File: src/rtl/hcrgb_pkg.sv
// Shared constants and types for the hue-cycling HSV-to-RGB color source.
// No dependencies; used by hue_cycle_hsv_to_rgb_core.
package hcrgb_pkg;

  localparam int HUE_BITS_DEF     = 16;
  localparam int CHANNEL_BITS_DEF = 8;

  // elapsed time and hue rate are fixed 16-bit fields
  localparam int TIME_BITS = 16;
  localparam int CFG_BITS  = 16;
  localparam int IDX_BITS  = 2;

  localparam logic [TIME_BITS-1:0] HUE_RATE_RST = 16'd6554;
  localparam logic [7:0]           LEVEL_RST    = 8'd255;

  typedef enum logic [IDX_BITS-1:0] {
    REG_HUE_RATE    = 2'd0,
    REG_SATURATION  = 2'd1,
    REG_VALUE_LEVEL = 2'd2
  } reg_idx_t;

  typedef enum logic [5:0] {
    S_IDLE  = 6'b000001,
    S_ADV   = 6'b000010,
    S_PHASE = 6'b000100,
    S_CDIV  = 6'b001000,
    S_XMUL  = 6'b010000,
    S_OUT   = 6'b100000
  } state_t;

endpackage

File: src/rtl/hue_cycle_hsv_to_rgb_core.sv
// Hue-cycling color source: advances a hue phase by elapsed time and converts it
// to RGB through a bit-serial HSV datapath. Depends on hcrgb_pkg.
// Each input passes through S_ADV (serial time*rate and saturation*value multiplies),
// S_PHASE (hue phase update), S_CDIV (restoring divide for chroma), S_XMUL (serial
// chroma*fraction multiply) and S_OUT. in_ready is high only in S_IDLE, so no new input
// is accepted until the previous result has left S_OUT. Synchronous reset
// clears hue phase to zero and loads register defaults (rate 6554, sat/value full).
module hue_cycle_hsv_to_rgb_core
  import hcrgb_pkg::*;
#(
  parameter int HUE_BITS     = HUE_BITS_DEF,
  parameter int CHANNEL_BITS = CHANNEL_BITS_DEF
) (
  input  logic                    clk,
  input  logic                    rst,
  input  logic                    in_valid,
  output logic                    in_ready,
  input  logic [TIME_BITS-1:0]    elapsed,
  output logic                    out_valid,
  input  logic                    out_ready,
  output logic [CHANNEL_BITS-1:0] red,
  output logic [CHANNEL_BITS-1:0] green,
  output logic [CHANNEL_BITS-1:0] blue,
  output logic [HUE_BITS-1:0]     hue_now,
  input  logic                    cfg_we,
  input  logic [IDX_BITS-1:0]     cfg_index,
  input  logic [CFG_BITS-1:0]     cfg_data
);

  localparam int CB    = CHANNEL_BITS;
  localparam int HB    = HUE_BITS;
  localparam int PW    = 2 * TIME_BITS;
  localparam int XW    = CB + HB;
  localparam int MAXN  = (HB > TIME_BITS) ? HB : TIME_BITS;
  localparam int CNT_W = $clog2(MAXN);
  localparam logic [CB:0] CMAX = {1'b0, {CB{1'b1}}};

  state_t state;
  logic [CNT_W-1:0] cnt;

  logic [TIME_BITS-1:0] hue_rate;
  logic [CB-1:0]        saturation;
  logic [CB-1:0]        value_level;
  logic [HB-1:0]        hue_phase;

  logic [TIME_BITS-1:0] el_sh;
  logic [PW-1:0]        adv_acc;
  logic [CB-1:0]        sat_sh;
  logic [2*CB-1:0]      cv_acc;
  logic [CB-1:0]        rem;
  logic [CB-1:0]        c_q;
  logic [2:0]           sector;
  logic [HB-1:0]        t_sh;
  logic [XW-1:0]        x_acc;

  logic [CB:0]   trial;
  logic          q_bit;
  logic [HB+2:0] h6;
  logic [CB-1:0] x_val;
  logic [CB-1:0] m_val;
  logic [CB-1:0] r_next;
  logic [CB-1:0] g_next;
  logic [CB-1:0] b_next;

  assign in_ready = (state == S_IDLE);

  assign trial = {rem, cv_acc[CB-1]};
  assign q_bit = (trial >= CMAX);
  assign h6    = ({3'b000, hue_phase} << 2) + ({3'b000, hue_phase} << 1);
  assign x_val = x_acc[XW-1:HB];
  assign m_val = value_level - c_q;

  always_comb begin
    r_next = m_val;
    g_next = m_val;
    b_next = m_val;
    case (sector)
      3'd0: begin
        r_next = c_q + m_val;
        g_next = x_val + m_val;
      end
      3'd1: begin
        r_next = x_val + m_val;
        g_next = c_q + m_val;
      end
      3'd2: begin
        g_next = c_q + m_val;
        b_next = x_val + m_val;
      end
      3'd3: begin
        g_next = x_val + m_val;
        b_next = c_q + m_val;
      end
      3'd4: begin
        r_next = x_val + m_val;
        b_next = c_q + m_val;
      end
      default: begin
        r_next = c_q + m_val;
        b_next = x_val + m_val;
      end
    endcase
  end

  always_ff @(posedge clk) begin
    if (rst) begin
      hue_rate    <= HUE_RATE_RST;
      saturation  <= CB'(LEVEL_RST);
      value_level <= CB'(LEVEL_RST);
    end else if (cfg_we) begin
      case (cfg_index)
        REG_HUE_RATE:    hue_rate    <= cfg_data;
        REG_SATURATION:  saturation  <= cfg_data[CB-1:0];
        REG_VALUE_LEVEL: value_level <= cfg_data[CB-1:0];
        default: ;
      endcase
    end
  end

  always_ff @(posedge clk) begin
    if (rst) begin
      state     <= S_IDLE;
      cnt       <= '0;
      hue_phase <= '0;
      out_valid <= 1'b0;
    end else begin
      if ((state == S_OUT) && (!out_valid || out_ready)) begin
        out_valid <= 1'b1;
      end else if (out_ready) begin
        out_valid <= 1'b0;
      end
      case (state)
        S_IDLE: begin
          if (in_valid) begin
            state <= S_ADV;
            cnt   <= '0;
          end
        end
        S_ADV: begin
          cnt <= cnt + 1'b1;
          if (cnt == CNT_W'(TIME_BITS - 1)) begin
            state <= S_PHASE;
          end
        end
        S_PHASE: begin
          hue_phase <= hue_phase + adv_acc[PW-1 -: HB];
          state     <= S_CDIV;
          cnt       <= '0;
        end
        S_CDIV: begin
          cnt <= cnt + 1'b1;
          if (cnt == CNT_W'(CB - 1)) begin
            state <= S_XMUL;
            cnt   <= '0;
          end
        end
        S_XMUL: begin
          cnt <= cnt + 1'b1;
          if (cnt == CNT_W'(HB - 1)) begin
            state <= S_OUT;
          end
        end
        S_OUT: begin
          if (!out_valid || out_ready) begin
            state <= S_IDLE;
          end
        end
        default: state <= S_IDLE;
      endcase
    end
  end

  // serial datapath
  always_ff @(posedge clk) begin
    case (state)
      S_IDLE: begin
        el_sh   <= elapsed;
        sat_sh  <= saturation;
        adv_acc <= '0;
        cv_acc  <= '0;
      end
      S_ADV: begin
        el_sh   <= el_sh << 1;
        adv_acc <= (adv_acc << 1) + (el_sh[TIME_BITS-1] ? PW'(hue_rate) : '0);
        if (cnt < CNT_W'(CB)) begin
          sat_sh <= sat_sh << 1;
          cv_acc <= (cv_acc << 1) + (sat_sh[CB-1] ? (2*CB)'(value_level) : '0);
        end
      end
      S_PHASE: begin
        rem <= cv_acc[2*CB-1:CB];
      end
      S_CDIV: begin
        cv_acc <= cv_acc << 1;
        rem    <= q_bit ? CB'(trial - CMAX) : trial[CB-1:0];
        c_q    <= {c_q[CB-2:0], q_bit};
        sector <= h6[HB+2:HB];
        t_sh   <= h6[HB-1:0] ^ {HB{h6[HB]}};
        x_acc  <= '0;
      end
      S_XMUL: begin
        t_sh  <= t_sh << 1;
        x_acc <= (x_acc << 1) + (t_sh[HB-1] ? XW'(c_q) : '0);
      end
      S_OUT: begin
        if (!out_valid || out_ready) begin
          red     <= r_next;
          green   <= g_next;
          blue    <= b_next;
          hue_now <= hue_phase;
        end
      end
      default: ;
    endcase
  end

endmodule

File: config.mk
export PLATFORM = sky130hd
export DESIGN_NAME = hue_cycle_hsv_to_rgb_core
export DESIGN_NICKNAME = d
export VERILOG_FILES = /design/src/rtl/hcrgb_pkg.sv /design/src/rtl/hue_cycle_hsv_to_rgb_core.sv
export SDC_FILE = /design/constraint.sdc
export NUM_CORES = 1
export LEC_CHECK = 0
export BUFFER_PORTS_ARGS = -buffer_cell sky130_fd_sc_hd__buf_2
export CAP_MARGIN = 20
export CORE_MARGIN = 3
export CORE_UTILIZATION = 60
export DETAILED_ROUTE_END_ITERATION = 12
export PLACE_DENSITY_LB_ADDON = 0.1
export SLEW_MARGIN = 20
export SYNTH_ARGS = -nofsm -noshare
export SYNTH_HDL_FRONTEND = slang
export SYNTH_SLANG_ARGS = --single-unit
File: constraint.sdc
create_clock -name clk -period 4.4 [get_ports clk]
set_input_delay 0.66 -clock clk [delete_from_list [all_inputs] [get_ports clk]]
set_output_delay 0.66 -clock clk [all_outputs]
set_load 0.005 [all_outputs]
Yosys cells after proc, flatten, opt, wreduce, memory -nomap -nowiden
Cells that the tools add are included.
{"block": "classes", "add_sub_neg": 10, "n_lt_le_gt_ge": 2, "n_eq_ne": 20, "muxes": 27, "n_bitwise": 1, "reduce_logical": 26}
{"cell": "one-hot mux 8 bit (2 select lines)", "n": 5}
{"cell": "one-hot mux 16 bit (2 select lines)", "n": 2}
{"cell": "one-hot mux 32 bit (2 select lines)", "n": 1}
{"cell": "one-hot mux 16 bit (3 select lines)", "n": 1}
{"cell": "one-hot mux 24 bit (2 select lines)", "n": 1}
{"cell": "one-hot mux 6 bit (6 select lines)", "n": 1}
{"cell": "adder 32 x 16 -> 32 bit", "n": 1}
{"cell": "two-way mux 16 bit", "n": 2}
{"cell": "two-way mux 8 bit", "n": 4}
{"cell": "two-way mux 6 bit", "n": 5}
{"cell": "adder 24 x 8 -> 24 bit", "n": 1}
{"cell": "adder 18 x 17 -> 19 bit", "n": 1}
{"cell": "adder 16 bit", "n": 1}
{"cell": "adder 16 x 8 -> 16 bit", "n": 1}
{"cell": "adder 8 bit", "n": 2}
{"cell": "one-hot mux 4 bit (4 select lines)", "n": 1}
{"cell": "bitwise XOR 16 bit", "n": 1}
{"cell": "AND reduction 2 bit", "n": 7}
{"cell": "OR reduction 2 bit", "n": 7}
{"cell": "inequality test 2 bit, second input constant", "n": 5}
{"cell": ">= comparator 9 x 8 -> 1 bit, second input constant", "n": 1}
{"cell": "two-way mux 4 bit", "n": 2}
{"cell": "nonzero test 2 bit", "n": 4}
{"cell": "subtractor 8 bit", "n": 1}
{"cell": "26 further kinds", "n": 28}
{"block": "word_totals", "register_bits": 230, "input_bits": 39, "out_inout_bits": 42, "word_cells": 106}

Depth between registers and ports, before layout
{"block": "logic_depth", "word_depth": 4, "depth_mapped": 18, "mapped_depth_nobuf": 18}

Least setup slack after synthesis
OpenSTA, ideal clock, no wires.
{"block": "synth_path", "path_kind": "flip-flop to flip-flop", "start": "reg c_q[0]", "end": "reg red[6], data pin", "setup_ns": 0.265, "t_arrival_ns": 3.522, "required_ns": 4.135, "path_slack_ns": 0.612, "path_stages_with_launch": 17, "n_path_buf": 0, "period_less_slack_ns": 3.788, "path_cell_list": "edfxtp_1 ha_1 inv_1 fa_1 a21o_1 a21oi_1 o21bai_1 a21oi_1 xor2_1 inv_1 ha_1 nor3b_1 a21oi_1 o21ai_0 a211oi_1 o32ai_1 or3_1"}
{"block": "synth_via", "elab_chain_len": 3, "word_cells_on_any_way": 4, "classes_between": "add/sub: 3; mux: 1"}
{"item": "start, declared", "line": "hue_cycle_hsv_to_rgb_core.sv:51", "text": "logic [CB-1:0] c_q;"}
{"item": "start signal, assigned", "line": "hue_cycle_hsv_to_rgb_core.sv:196", "text": "c_q <= {c_q[CB-2:0], q_bit};"}
{"item": "subtractor 8 bit", "line": "hue_cycle_hsv_to_rgb_core.sv:71", "text": "assign m_val = value_level - c_q;"}
{"item": "adder 8 bit (on tied branches)"}
{"item": "one-hot mux 8 bit (2 select lines) (*)", "line": "hue_cycle_hsv_to_rgb_core.sv:77", "text": "case (sector)"}
{"item": "via r_next[6]", "line": "hue_cycle_hsv_to_rgb_core.sv:61", "text": "logic [CB-1:0] r_next;"}
{"item": "end signal, assigned", "line": "hue_cycle_hsv_to_rgb_core.sv:207", "text": "red <= r_next;"}
{"item": "end, declared", "line": "hue_cycle_hsv_to_rgb_core.sv:21", "text": "output logic [CHANNEL_BITS-1:0] red,"}
The timed path passes the listed nets; every way through them passes the cells marked *.
A chain may end at the register's enable or synchronous reset.

Worst setup path after layout
{"block": "layout_path", "start": "reg value_level[0]", "end": "reg red[6], data pin"}
{"block": "layout_via", "elab_chain_len": 3, "word_cells_on_any_way": 4, "classes_between": "add/sub: 3; mux: 1"}
{"item": "start, declared", "line": "hue_cycle_hsv_to_rgb_core.sv:43", "text": "logic [CB-1:0] value_level;"}
{"item": "start signal, assigned", "line": "hue_cycle_hsv_to_rgb_core.sv:109", "text": "value_level <= CB'(LEVEL_RST);"}
{"item": "start signal, assigned", "line": "hue_cycle_hsv_to_rgb_core.sv:114", "text": "REG_VALUE_LEVEL: value_level <= cfg_data[CB-1:0];"}
{"item": "subtractor 8 bit (*)", "line": "hue_cycle_hsv_to_rgb_core.sv:71"}
{"item": "adder 8 bit (on tied branches)"}
{"item": "one-hot mux 8 bit (2 select lines) (*)", "line": "hue_cycle_hsv_to_rgb_core.sv:77"}
{"item": "via r_next[6]", "line": "hue_cycle_hsv_to_rgb_core.sv:61"}
Marked as above.

==> summary.txt <==
Clk Latency, worst-skew pair: 550 ps
Antenna Nets Post-Route: 0
Required time of the critical path: 4680 ps
Crit start category: flip-flop
Final setup fails: 0
DP HPWL: 22.0 mm
Tmin final: 4100 ps
Fin crit share: 93.3%
Utilization after layout: 68.5%
Async SR Flop Fraction: 0%
Root Buffer Master: clkbuf_16
FF+latch count, synth: 230
Setup_tns: 0 ps
Final net count: 1683
Post-Place Cells: 1837
Maximum vdd ir drop: 413 uV
Most common cell on crit path: inv_1
Initial Util: 61.6%
Synth Warn #: 0
Vias per std cell: 5.97
DIE AREA: 0.0253 sq mm
Total CTS buffers: 26
Routability cong.: 0.879
Clk sinks: 230
H-Tree Depth: 1
Crit-path slowest cell: a311oi_1
Total GRT Usage: 24.1%
Commonest non-fill, non-tap cell in the layout: nand2_1
Mapped cell area: 0.0141 sq mm
Actual slew at the worst max-slew pin: 1020 ps
Sequential share of the synthesized area: 44.9%
CTS tree: yes
Placed cell areas: 0.0148 sq mm
First drt pass iteration count: 5
Ratio of cells with drive above 1 in the final layout: 10.1%
Largest net degree at the start of global routing: 71
GRT overflow: 0
Number of global-route vias before repair: 10600
Clock Path Buffers: 3
Rel. slew slack: 31.8%
Status: finished clean
Endpoint class of the critical path: flip-flop
RSZ-0062 raised after global routing: true
FP Rows: 55
Setup Fix Bufs, Post-CTS: 0
Count of pins over their slew limit: 0
Initial antenna violation count: 1
Hold Path Class: in -> reg
Top cell type's share of synthesized area: 36.5%
Core Box Area: 0.0228 sq mm
Non-filler instance count after layout: 1885
Max Cap Viol: 0
Final hold vios: 0
Synthesized netlist net count: 1611
CP max stage delay: 530 ps
EDFF count, synth: 171
Routed WL: 31.3 mm
Synth Instances: 1481
CTS clk-pin slew, worst paths: 60 ps
DR vias: 11300
Routed WL per cell: 16.6 microns
Fin area: 0.0157 sq mm
Clk_skew: 14.1 ps
DRC Markers: 0
P_leak: 6.19 nW
Critical path class: reg -> reg
Die height: 159 microns
CP arrival: 4380 ps
Leading area contributor after synthesis: edfxtp_1
I/O pin cnt: 81
Commonest non-fill, non-tap cells in the layout: 222 x nand2_1, 171 x edfxtp_1, 113 x nor2_1, 108 x a21oi_1, 98 x o21ai_0
Unique cell type count in the Yosys netlist: 79
N_diodes: 0
Syn Area/Cell: 9.51 sq um
Fmax: 0.244 GHz
First-pass GRT wire length: 52.0 mm
DR iter-0 viols: 647
Synth-to-layout area growth: 11.2%
Synth area leaders: edfxtp_1 36%, dfxtp_1 8.4%, ha_1 7.4%, nand2_1 6.0%, xnor2_1 4.2%
Chip width: 159 microns
Fill count: 1846
Top_reg_cell synth: edfxtp_1
CP max FO: 6
I/O Buffers: 80
CP Cell Sequence: inv_1, ha_1, inv_1, fa_1, a21o_1, a21oi_1, o21bai_1, a21oi_1, xor2_1, inv_1, ha_1, nand2b_1, o211ai_1, a311oi_1, o22ai_1, or3_1
Power Density: 464 mW/mm^2
-- registers in the layout, summed over array words and instances, names as in the netlist, 16 cells and up --
register	cells
x_acc	24
el_sh	16
adv_acc	32
t_sh	16
hue_now	16
hue_rate	16
hue_phase	16
cv_acc	16
-- cell type report --
class | count | area (sq um) | area share (%)
Tap cell | 313 | 392 | 2.50
Inverter | 65 | 244 | 1.56
Clock inverter | 10 | 96.3 | 0.615
Multi-Input combinational cell | 1132 | 7350 | 46.9
Timing Repair Buffer | 98 | 548 | 3.50
Sequential cell | 230 | 6320 | 40.3
Clock buffer | 37 | 712 | 4.55
-- where the power goes --
| group | total (mW) | internal, mW | leakage (nW) | switching (mW) |
|---|---|---|---|---|
| Sequential | 3.15 | 2.89 | 2.06 | 0.263 |
| Combinational | 2.06 | 0.781 | 3.74 | 1.28 |
| Clock | 2.05 | 1.19 | 0.395 | 0.865 |
| Total | 7.26 | 4.86 | 6.19 | 2.41 |
-- cells in the mapped netlist (30+ instances only) --
library cell,instances
nand2_1,224
edfxtp_1,171
nor2_1,113
a21oi_1,108
o21ai_0,98
ha_1,83
xnor2_1,68
inv_1,64
dfxtp_1,59
clkbuf_1,45
and2_1,35
nand3b_1,31
xor2_1,30
-- kinds of logic (layout without fill, tap and decap cells) --
kind of cell,Yosys count,in the layout,share of synthesized area [%]
buffers and inverters,119,210,3.28
DFF,230,230,44.9
xor gates and xnor gates,98,98,6.10
muxes,17,17,1.27
AOI/OAI and AO/OA,377,377,17.2
adders and majority gates,91,91,8.51
and+or+nand+nor,549,549,18.8
-- worst max-delay path, delay by kind of cell (launching register included) --
| kind | cells | cell delay [ps] |
|---|---|---|
| AND/OR/NAND/NOR | 2 | 510 |
| flip-flops | 1 | 300 |
| buffers and inverters | 3 | 290 |
| XOR/XNOR | 1 | 260 |
| adder cells (fa/ha/maj) | 3 | 1050 |
| AO/OA/AOI/OAI | 7 | 1430 |
-- final timing paths --
check	from	end	slack (ps)	depth (start not counted)
setup reg to reg	value_level[0]	red[6]	300	16
hold / removal	cfg_data[11]	hue_rate[11]	320	3
setup / recovery	value_level[0]	red[6]	300	16
hold reg to reg	hue_rate[6]	hue_rate[6]	450	2
-- per-layer routing --
layer / GRT usage [%] / up-vias / wire length, microns
met5: 0 / - / 12
met4: 7.84 / 2 / 883
met3: 2.89 / 66 / 1620
met2: 39.3 / 327 / 14400
met1: 33.9 / 5333 / 14400
li1: - / 5522 / -
-- what timing repair did --
item                       4_1_cts  5_1_grt
hold buffers                     0        0
setup endpoints to repair        0        3
resized for setup                0        2
-- through the flow --
stage / hold WS [ps] / worst slack (ps) / power (mW)
floorplan: 429 / 612 / 4.68
global placement: 438 / 514 / 5.17
detailed placement: 444 / 294 / 5.23
CTS: 303 / 226 / 7.31
global route: 334 / -25.8 / 7.71
finish: 323 / 296 / 7.26
Note: power is estimated with default switching activity, not from simulation.
